==> config.mk <==
export PLATFORM = sky130hd
export DESIGN_NAME = dds_waveform_generator_core
export DESIGN_NICKNAME = d
export VERILOG_FILES = /design/src/design/dwg_pkg.sv /design/src/design/dds_waveform_generator_core.sv
export VERILOG_INCLUDE_DIRS = /design/src /design/src/design
export SDC_FILE = /design/constraint.sdc
export NUM_CORES = 1
export LEC_CHECK = 0
export BUFFER_PORTS_ARGS = -buffer_cell sky130_fd_sc_hd__buf_2
export CORE_UTILIZATION = 50
export CTS_CLUSTER_DIAMETER = 200
export CTS_CLUSTER_SIZE = 16
export DETAILED_ROUTE_END_ITERATION = 7
export GPL_TIMING_DRIVEN = 0
export PLACE_DENSITY = 0.68
export SLEW_MARGIN = 40
export SYNTH_ARGS = -nofsm -noshare
export SYNTH_HDL_FRONTEND = slang
export SYNTH_SLANG_ARGS = --single-unit
==> constraint.sdc <==
create_clock -name clk -period 8.3 [get_ports clk]
set_clock_uncertainty 0.05 [all_clocks]
set_input_delay 0.415 -clock clk [delete_from_list [all_inputs] [get_ports clk]]
set_output_delay 0.415 -clock clk [all_outputs]
set_load 0.05 [all_outputs]
==> src/design/dds_waveform_generator_core_assert.svh <==
// assertion macros for the dds waveform generator core
`ifndef DDS_WAVEFORM_GENERATOR_CORE_ASSERT_SVH
`define DDS_WAVEFORM_GENERATOR_CORE_ASSERT_SVH

`ifndef SYNTH
// same-cycle implication, sampled on clk, off during reset
`define DWG_ASSERT_SAME(lbl, ante, cons) \
    lbl: assert property (@(posedge clk) disable iff (!rst_n) (ante) |-> (cons)) \
        else $error("dwg assertion failed");
// next-cycle implication, sampled on clk, off during reset
`define DWG_ASSERT_NEXT(lbl, ante, cons) \
    lbl: assert property (@(posedge clk) disable iff (!rst_n) (ante) |=> (cons)) \
        else $error("dwg assertion failed");
`else
`define DWG_ASSERT_SAME(lbl, ante, cons)
`define DWG_ASSERT_NEXT(lbl, ante, cons)
`endif

`endif

==> src/design/dwg_pkg.sv <==
// shared types, constants and the quarter-wave sine function of the dds core
package dwg_pkg;

    typedef enum logic [1:0] {
        WAVE_SINE     = 2'd0,
        WAVE_SQUARE   = 2'd1,
        WAVE_TRIANGLE = 2'd2
    } wave_sel_t;

    typedef enum logic [1:0] {
        REG_WAVE_TYPE  = 2'd0,
        REG_PHASE_STEP = 2'd1,
        REG_AMPLITUDE  = 2'd2,
        REG_DC_OFFSET  = 2'd3
    } cfg_reg_t;

    localparam logic [1:0]         WAVE_TYPE_RST  = 2'd0;
    localparam logic [31:0]        PHASE_STEP_RST = 32'd429496730;
    localparam logic [15:0]        AMPLITUDE_RST  = 16'd1;
    localparam logic signed [15:0] DC_OFFSET_RST  = 16'sd0;

    localparam logic signed [19:0] SAMPLE_MAX = 20'sd32767;
    localparam logic signed [19:0] SAMPLE_MIN = -20'sd32768;

    localparam logic [63:0] HALFPI_Q30 = 64'd1686629713;
    localparam int          TRI_BITS   = 16;

    // round(sin(q / quarter * pi/2) * 2^15) by a q30 taylor series up to x^13
    function automatic logic [15:0] quarter_sine(input int unsigned q,
                                                 input int unsigned addr_bits);
        logic [63:0]        x;
        logic [63:0]        x2;
        logic [63:0]        term;
        logic signed [63:0] acc;
        logic [63:0]        rnd;
        x    = (64'(q) * HALFPI_Q30) >> (addr_bits - 2);
        x2   = (x * x) >> 30;
        term = x;
        acc  = signed'(x);
        term = ((term * x2) >> 30) / 64'd6;
        acc  = acc - signed'(term);
        term = ((term * x2) >> 30) / 64'd20;
        acc  = acc + signed'(term);
        term = ((term * x2) >> 30) / 64'd42;
        acc  = acc - signed'(term);
        term = ((term * x2) >> 30) / 64'd72;
        acc  = acc + signed'(term);
        term = ((term * x2) >> 30) / 64'd110;
        acc  = acc - signed'(term);
        term = ((term * x2) >> 30) / 64'd156;
        acc  = acc + signed'(term);
        if (acc < 0)
        begin
            acc = '0;
        end
        rnd = (unsigned'(acc) + 64'd16384) >> 15;
        return rnd[15:0];
    endfunction

endpackage

==> src/design/dds_waveform_generator_core.sv <==
// dds waveform generator: phase accumulator, wave shaping, scaling and saturation
// an accepted tick item is registered in stage a, then stage b, then the output sample
// throughput: one item per unstalled cycle, 3 register stages (table, multiply, sum)
// a stall on the output holds all stages; s_tready is low only while the output is held
// reset clears the phase, the stage valid bits and loads the register reset values
`include "dds_waveform_generator_core_assert.svh"

module dds_waveform_generator_core #(
    parameter int PHASE_BITS     = 32,
    parameter int SINE_ADDR_BITS = 10
) (
    input  logic        clk,
    input  logic        rst_n,
    // slave side: tick items
    input  logic        s_tvalid,
    output logic        s_tready,
    input  logic [7:0]  s_tdata,   // [0] restart, [7:1] zero
    input  logic        s_tlast,   // final_tick
    // master side: samples
    output logic        m_tvalid,
    input  logic        m_tready,
    output logic [15:0] m_tdata,   // [15:0] sample
    output logic [0:0]  m_tuser,   // [0] clipped
    output logic        m_tlast,   // end_of_run
    // configuration
    input  logic        psel,
    input  logic        penable,
    input  logic        pwrite,
    input  logic [3:0]  paddr,
    input  logic [31:0] pwdata,
    output logic [31:0] prdata,
    output logic        pready
);
    import dwg_pkg::*;

    localparam int QUARTER = 2 ** (SINE_ADDR_BITS - 2);
    localparam int QB      = SINE_ADDR_BITS - 2;
    localparam logic [15:0] QS_PEAK = quarter_sine(QUARTER, SINE_ADDR_BITS);

    // configuration registers
    logic [1:0]         wave_type_reg;
    logic [31:0]        phase_step_reg;
    logic [15:0]        amplitude_reg;
    logic signed [15:0] dc_offset_reg;
    logic               cfg_wr;

    assign pready = 1'b1;
    assign cfg_wr = psel && penable && pwrite && pready;

    always_ff @(posedge clk or negedge rst_n)
    begin
        if (!rst_n)
        begin
            wave_type_reg  <= WAVE_TYPE_RST;
            phase_step_reg <= PHASE_STEP_RST;
            amplitude_reg  <= AMPLITUDE_RST;
            dc_offset_reg  <= DC_OFFSET_RST;
        end
        else if (cfg_wr)
        begin
            unique case (paddr[3:2])
                REG_WAVE_TYPE:  wave_type_reg  <= pwdata[1:0];
                REG_PHASE_STEP: phase_step_reg <= pwdata;
                REG_AMPLITUDE:  amplitude_reg  <= pwdata[15:0];
                REG_DC_OFFSET:  dc_offset_reg  <= signed'(pwdata[15:0]);
                default:        wave_type_reg  <= wave_type_reg;
            endcase
        end
    end

    always_comb
    begin
        unique case (paddr[3:2])
            REG_WAVE_TYPE:  prdata = {30'd0, wave_type_reg};
            REG_PHASE_STEP: prdata = phase_step_reg;
            REG_AMPLITUDE:  prdata = {16'd0, amplitude_reg};
            REG_DC_OFFSET:  prdata = {{16{dc_offset_reg[15]}}, dc_offset_reg};
            default:        prdata = '0;
        endcase
    end

    // quarter-wave sine table, constant
    logic [15:0] qtab [QUARTER];
    for (genvar k = 0; k < QUARTER; k++)
    begin : g_qtab
        assign qtab[k] = quarter_sine(k, SINE_ADDR_BITS);
    end

    // pipeline control
    logic en;
    logic accept;
    logic a_valid_reg, b_valid_reg, out_valid_reg;

    assign en       = !out_valid_reg || m_tready;
    assign s_tready = en;
    assign accept   = s_tvalid && en;

    // phase accumulator
    logic [PHASE_BITS-1:0] phase_acc_reg;
    logic [PHASE_BITS-1:0] ph;
    logic [PHASE_BITS-1:0] step_ext;
    logic [PHASE_BITS-1:0] phase_acc_next;

    assign ph             = s_tdata[0] ? '0 : phase_acc_reg;
    assign step_ext       = PHASE_BITS'(phase_step_reg);
    assign phase_acc_next = ph + step_ext;

    // stage a: wave operand from the phase
    logic [TRI_BITS-1:0]       u;
    logic [SINE_ADDR_BITS-1:0] addr;
    logic [1:0]                quad;
    logic [QB-1:0]             r;
    logic [QB-1:0]             qidx;
    logic [15:0]               mag;
    logic signed [17:0]        sine_val;
    logic signed [18:0]        tri_wide;
    logic signed [17:0]        a_opnd_next;
    logic                      a_tri_next;

    assign u    = ph[PHASE_BITS-1 -: TRI_BITS];
    assign addr = u[TRI_BITS-1 -: SINE_ADDR_BITS];
    assign quad = addr[SINE_ADDR_BITS-1 -: 2];
    assign r    = addr[QB-1:0];
    // falling quarters read the table mirrored; the mirror of entry zero is the peak
    assign qidx = quad[0] ? (~r) + QB'(1) : r;
    assign mag  = (quad[0] && (r == '0)) ? QS_PEAK : qtab[qidx];
    assign sine_val = quad[1] ? -signed'({2'b00, mag}) : signed'({2'b00, mag});
    assign tri_wide = u[TRI_BITS-1]
                    ? 19'sd196608 - signed'({1'b0, u, 2'b00})
                    : signed'({1'b0, u, 2'b00}) - 19'sd65536;

    always_comb
    begin
        a_tri_next = 1'b0;
        case (wave_type_reg)
            WAVE_SINE:     a_opnd_next = sine_val;
            // square as +-2^15 so the common round-and-shift gives +-amplitude
            WAVE_SQUARE:   a_opnd_next = u[TRI_BITS-1] ? -18'sd32768 : 18'sd32768;
            WAVE_TRIANGLE:
            begin
                a_opnd_next = tri_wide[17:0];
                a_tri_next  = 1'b1;
            end
            default:       a_opnd_next = '0;
        endcase
    end

    logic signed [17:0] a_opnd_reg;
    logic               a_tri_reg;
    logic               a_last_reg;

    // stage b: scale by amplitude
    logic signed [34:0] b_prod_next;
    logic signed [34:0] b_prod_reg;
    logic               b_tri_reg;
    logic               b_last_reg;

    assign b_prod_next = 35'(a_opnd_reg) * 35'(signed'({1'b0, amplitude_reg}));

    // stage c: round, add offset, saturate
    logic signed [34:0] rnd_sum;
    logic signed [34:0] wave_full;
    logic signed [19:0] total;
    logic signed [15:0] sample_next;
    logic               clip_next;

    assign rnd_sum   = b_prod_reg + (b_tri_reg ? 35'sd32768 : 35'sd16384);
    assign wave_full = b_tri_reg ? (rnd_sum >>> 16) : (rnd_sum >>> 15);
    assign total     = 20'(wave_full) + 20'(dc_offset_reg);

    always_comb
    begin
        if (total > SAMPLE_MAX)
        begin
            sample_next = SAMPLE_MAX[15:0];
            clip_next   = 1'b1;
        end
        else if (total < SAMPLE_MIN)
        begin
            sample_next = SAMPLE_MIN[15:0];
            clip_next   = 1'b1;
        end
        else
        begin
            sample_next = total[15:0];
            clip_next   = 1'b0;
        end
    end

    logic signed [15:0] out_sample_reg;
    logic               out_clip_reg;
    logic               out_last_reg;

    always_ff @(posedge clk or negedge rst_n)
    begin
        if (!rst_n)
        begin
            phase_acc_reg <= '0;
            a_valid_reg   <= 1'b0;
            b_valid_reg   <= 1'b0;
            out_valid_reg <= 1'b0;
        end
        else
        begin
            if (accept)
            begin
                phase_acc_reg <= phase_acc_next;
            end
            if (en)
            begin
                a_valid_reg   <= accept;
                b_valid_reg   <= a_valid_reg;
                out_valid_reg <= b_valid_reg;
            end
        end
    end

    always_ff @(posedge clk)
    begin
        if (en)
        begin
            a_opnd_reg     <= a_opnd_next;
            a_tri_reg      <= a_tri_next;
            a_last_reg     <= s_tlast;
            b_prod_reg     <= b_prod_next;
            b_tri_reg      <= a_tri_reg;
            b_last_reg     <= a_last_reg;
            out_sample_reg <= sample_next;
            out_clip_reg   <= clip_next;
            out_last_reg   <= b_last_reg;
        end
    end

    assign m_tvalid   = out_valid_reg;
    assign m_tdata    = out_sample_reg;
    assign m_tuser[0] = out_clip_reg;
    assign m_tlast    = out_last_reg;

    `DWG_ASSERT_NEXT(a_restart_phase, accept && s_tdata[0],
        phase_acc_reg == $past(step_ext))
    `DWG_ASSERT_NEXT(a_phase_holds, !accept, $stable(phase_acc_reg))
    `DWG_ASSERT_SAME(a_clip_at_limit, out_valid_reg && out_clip_reg,
        (out_sample_reg == 16'sh7fff) || (out_sample_reg == 16'sh8000))

endmodule

==> flow_results.org <==
** Yosys
- Main flop type after synthesis :: dfrtp_1
- Sequential cells were found to cover 16.8% of the synthesized design area.
- After synthesis, the largest area contributor takes up 22.6% of total cell area.
- Post-Synthesis Cells :: 3008
- Share of async-settable or async-resettable flops after synthesis :: 62.3%
- Cell types occupying the most area after synthesis :: fa_1 23%, dfrtp_1 8.2%, ha_1 7.5%, edfxtp_1 7.0%, inv_1 5.9%
- Cell taking the most area after synthesis :: fa_1
- After synthesis the netlist holds a flip-flop and latch count of 162.
- In this run, synthesis inferred 61 flip-flops with an integrated enable.
- When the netlist entered floorplanning its net count stood at 3511.
- Number of distinct library cells after synthesis :: 117
- Summing every instance area after synthesis gives 26100 um^2.
- Number of synthesis warnings :: 0
- After synthesis, the mean cell area works out to 8.66 um^2.

** Setup path
- WS Path Type :: reg2reg
- Cell seen most often among critical-path stages :: fa_1
- The worst register-to-register path has a setup slack of 0.28 ns.
- Walking the worst path, the cells encountered are clkbuf_1, clkbuf_2, nand2_1, fa_1, inv_1, fa_1, fa_1, fa_1, fa_1, inv_1, fa_1, inv_1, ha_1, a211o_1, a21oi_1, o21ai_0, a21oi_1, o211ai_1, a311oi_1, o21ai_0, o21a_1, nor2_1, xnor2_1.
- On the critical path, the stage with the largest delay is an instance of a311oi_1.
- Maximum net fanout on the critical path :: 10
- Worst path max stage delay :: 0.60 ns
- At the worst endpoint, the required time is 8.44 ns.
- Startpoint types :: flip-flop
- STA classifies the critical path endpoint as a flip-flop.
- Critical Path AT :: 8.16 ns

** Detailed routing
- In the final routing, the length of wire on met1 measures 41.3 mm.
- Count of nets left with antenna violations after detail routing :: 0
- Dividing the detail-routed via count by the number of cells gives 6.50.
- After detailed routing, the met2 layer carries 48.2 mm of wire.
- In the final routed layout, each cell accounts on average for 28.0 um.
- Number of detailed-route iterations in the first pass :: 7
- Sum of met3 wire segment lengths after detailed routing :: 9.92 mm
- For this run, design rule violations remaining after detail routing come to 0.
- Summed over all layers, the routed wires come to 107 mm.
- After detailed routing, no signal wire sits above met5.
- Starting DRC count in detailed routing :: 2984
- Summing over every cut layer, the via total after detailed routing is 24812.

** Layout
- Area growth syn-to-layout :: 8.52%
- The layout has 4597 filler cells.
- After the last flow step, the layout net total stands at 3628.
- Most used cells in the layout excluding fill and tap cells :: 409 x inv_1, 333 x nand2_1, 294 x fa_1, 157 x ha_1, 137 x buf_2
- Cells with a size suffix above 1 make up 12.6% of the layout.
- Utilization after layout :: 55.0%
- The finished cells cover 28300 um^2.
- Most common cell after layout, fill and taps aside :: inv_1

** Global routing
- Global-route wire length before repair :: 158 mm
- Overall overflow remaining after global route :: 0
- Maximum number of pins on one net before global-route repair :: 67
- The number of global-route vias before repair came to 24912.
- Initial antenna violation count :: 2
- Overall track demand over capacity in global routing :: 40.4%

** Timing
- Final Hold Violating Endpoints :: 0
- The worst path meets setup with 0.279 ns of slack.
- Setup violations remaining at the end of the flow were counted as 0.
- Worst hold margin :: 0.0942 ns
- RSZ-0062 raised after global routing :: yes
- Pin slew with the least headroom to its limit :: 0.975 ns
- Highest achievable clock rate :: 125 MHz
- Number of pins exceeding their max-slew limit in the final report :: 0
- Relative slew margins :: 34.9%
- Dividing the final minimum period by the clock period gives 96.6%.
- Period minus WS final :: 8.02 ns

** Placement
- Pre-CTS setup slack :: -1.09 ns
- IO buf count :: 94
- Detailed Place HPWL :: 82.9 mm
- Gp weighted congestion :: 1.13
- After detailed placement, the total cell area comes to 27600 um^2.

** Clock network
- Clock-pin slew was measured on the worst setup and hold paths at 0.07 ns.
- The clock tree synthesis step divided the H-tree into 4 levels.
- TritonCTS clock tree :: built
- Insertion delay to the later sink of the worst-skew pair :: 0.45 ns
- Clock tree synthesis found a total of 162 sinks.
- Buffer levels on the longest clock path :: 2
- Clock tree synthesis selected as its root buffer the cell clkbuf_16.
- Once the clock tree was built, the setup fixing pass inserted 0 buffers.
- TritonCTS Buffers :: 17

** Die
- The floorplan step defined a die boundary enclosing 53000 um^2.
- Ports placed on the boundary :: 105
- From left edge to right edge, the die measures 230 um.
- The floorplan step set the die height to 230 um.
- Starting utilization of the core area :: 50.7%
- Area of the core :: 51400 um^2
- Cell row count :: 83

** Worst hold path
- The tightest min-delay check is of the in2reg type.

** Run status
- Result of the run :: complete, no violations

** Job
- Across the run, the number of max-cap violations was 0.
[kinds of logic (layout without fill, tap and decap cells)]
| logic type | after synthesis | count (layout) | synth area share [%] |
|---|---|---|---|
| adder cells (fa/ha/maj) | 452 | 452 | 30.2 |
| flip-flops | 162 | 162 | 16.8 |
| AO/OA/AOI/OAI | 690 | 690 | 18.3 |
| buffers and inverters | 613 | 743 | 9.36 |
| multiplexers | 110 | 110 | 4.78 |
| XOR/XNOR | 114 | 114 | 3.96 |
| other | 1 | 2 | 0.0144 |
| AND/OR/NAND/NOR | 866 | 866 | 16.6 |
[final cells by class]
| cell class | instances | area, um^2 | share of cell area [%] |
|---|---|---|---|
| Buffer | 195 | 886 | 3.13 |
| Antenna cell | 1 | 2.50 | 0.00885 |
| Timing Repair Buffer | 101 | 572 | 2.02 |
| Sequential cell | 162 | 4380 | 15.5 |
| Clock buffer | 18 | 429 | 1.52 |
| Inverter | 415 | 1560 | 5.51 |
| Multi-Input combinational cell | 2233 | 19400 | 68.6 |
| Clock inverter | 14 | 194 | 0.686 |
| Tap cell | 680 | 851 | 3.01 |
[worst paths after layout]
| kind | start | end | depth (start not counted) |
|---|---|---|---|
| max | amplitude_reg[12] | b_prod_reg[34] | 23 |
| min | s_tlast | a_last_reg | 1 |
| max reg2reg | amplitude_reg[12] | b_prod_reg[34] | 23 |
| min reg2reg | b_last_reg | m_tlast | 0 |
| max in group asynchronous | rst_n | phase_step_reg[1] | 3 |
| min in group asynchronous | rst_n | dc_offset_reg[9] | 2 |
[cells in the mapped netlist (10+ instances only)]
cell type and instances:
inv_1 409, nand2_1 333, fa_1 294, ha_1 157
a21oi_1 136, o21ai_0 134, clkbuf_1 128, nor2_1 127
and2_1 126, dfrtp_1 85, mux2_2 84, xnor2_1 66
edfxtp_1 61, nand3_1 54, a21o_1 46, xor2_1 45
buf_2 44, nor2b_1 41, nor3_1 40, o211ai_1 37
a31oi_1 33, a211oi_1 32, nand2b_1 28, o22ai_1 23
mux2i_1 22, nand4_1 21, o31ai_1 19, a22o_1 17
and3_1 16, dfstp_2 16, a2111oi_0 14, buf_4 12
o21ai_1 12, o221ai_1 12, o311ai_0 12, or3_1 12
a221oi_1 11, o21a_1 11, o21bai_1 11, a22oi_1 10
a311oi_1 10
[layer usage]
metal / global-route usage (%) / vias to the layer above
met5: 0 / -
li1: - / 10486
met4: 22.8 / 2
met3: 8.10 / 450
met2: 64.2 / 1615
met1: 51.4 / 12259
[per-stage QoR]
| step | std cells | TNS [ns] |
|---|---|---|
| finish | 3819 | 0 |
| global route | 3818 | -0.0769 |
| CTS | 3819 | 0 |
| detailed placement | 3788 | -11.48 |
| global placement | 3782 | -15.42 |
| floorplan | 3008 | 0 |
[critical path: cells and delay by family (launching register included)]
kind | cells | cell delay [ns]
AO/OA/AOI/OAI | 8 | 2.08
AND/OR/NAND/NOR | 2 | 0.24
XOR/XNOR | 1 | 0.27
adder cells (fa/ha/maj) | 7 | 3.50
buffers and inverters | 5 | 1.13
flip-flops | 1 | 0.49
[timing repair]
action | CTS | global route
resized for setup | 0 | 4
pin swaps | 0 | 0
cloned | 0 | 0
hold buffers | 1 | 0
endpoints found under the setup margin | 14 | 5
hold endpoints to repair | 30 | 0
Power is left out: the tool's default activity adds up to more than one toggle a clock period on the data nets, which glitch-free logic cannot reach.
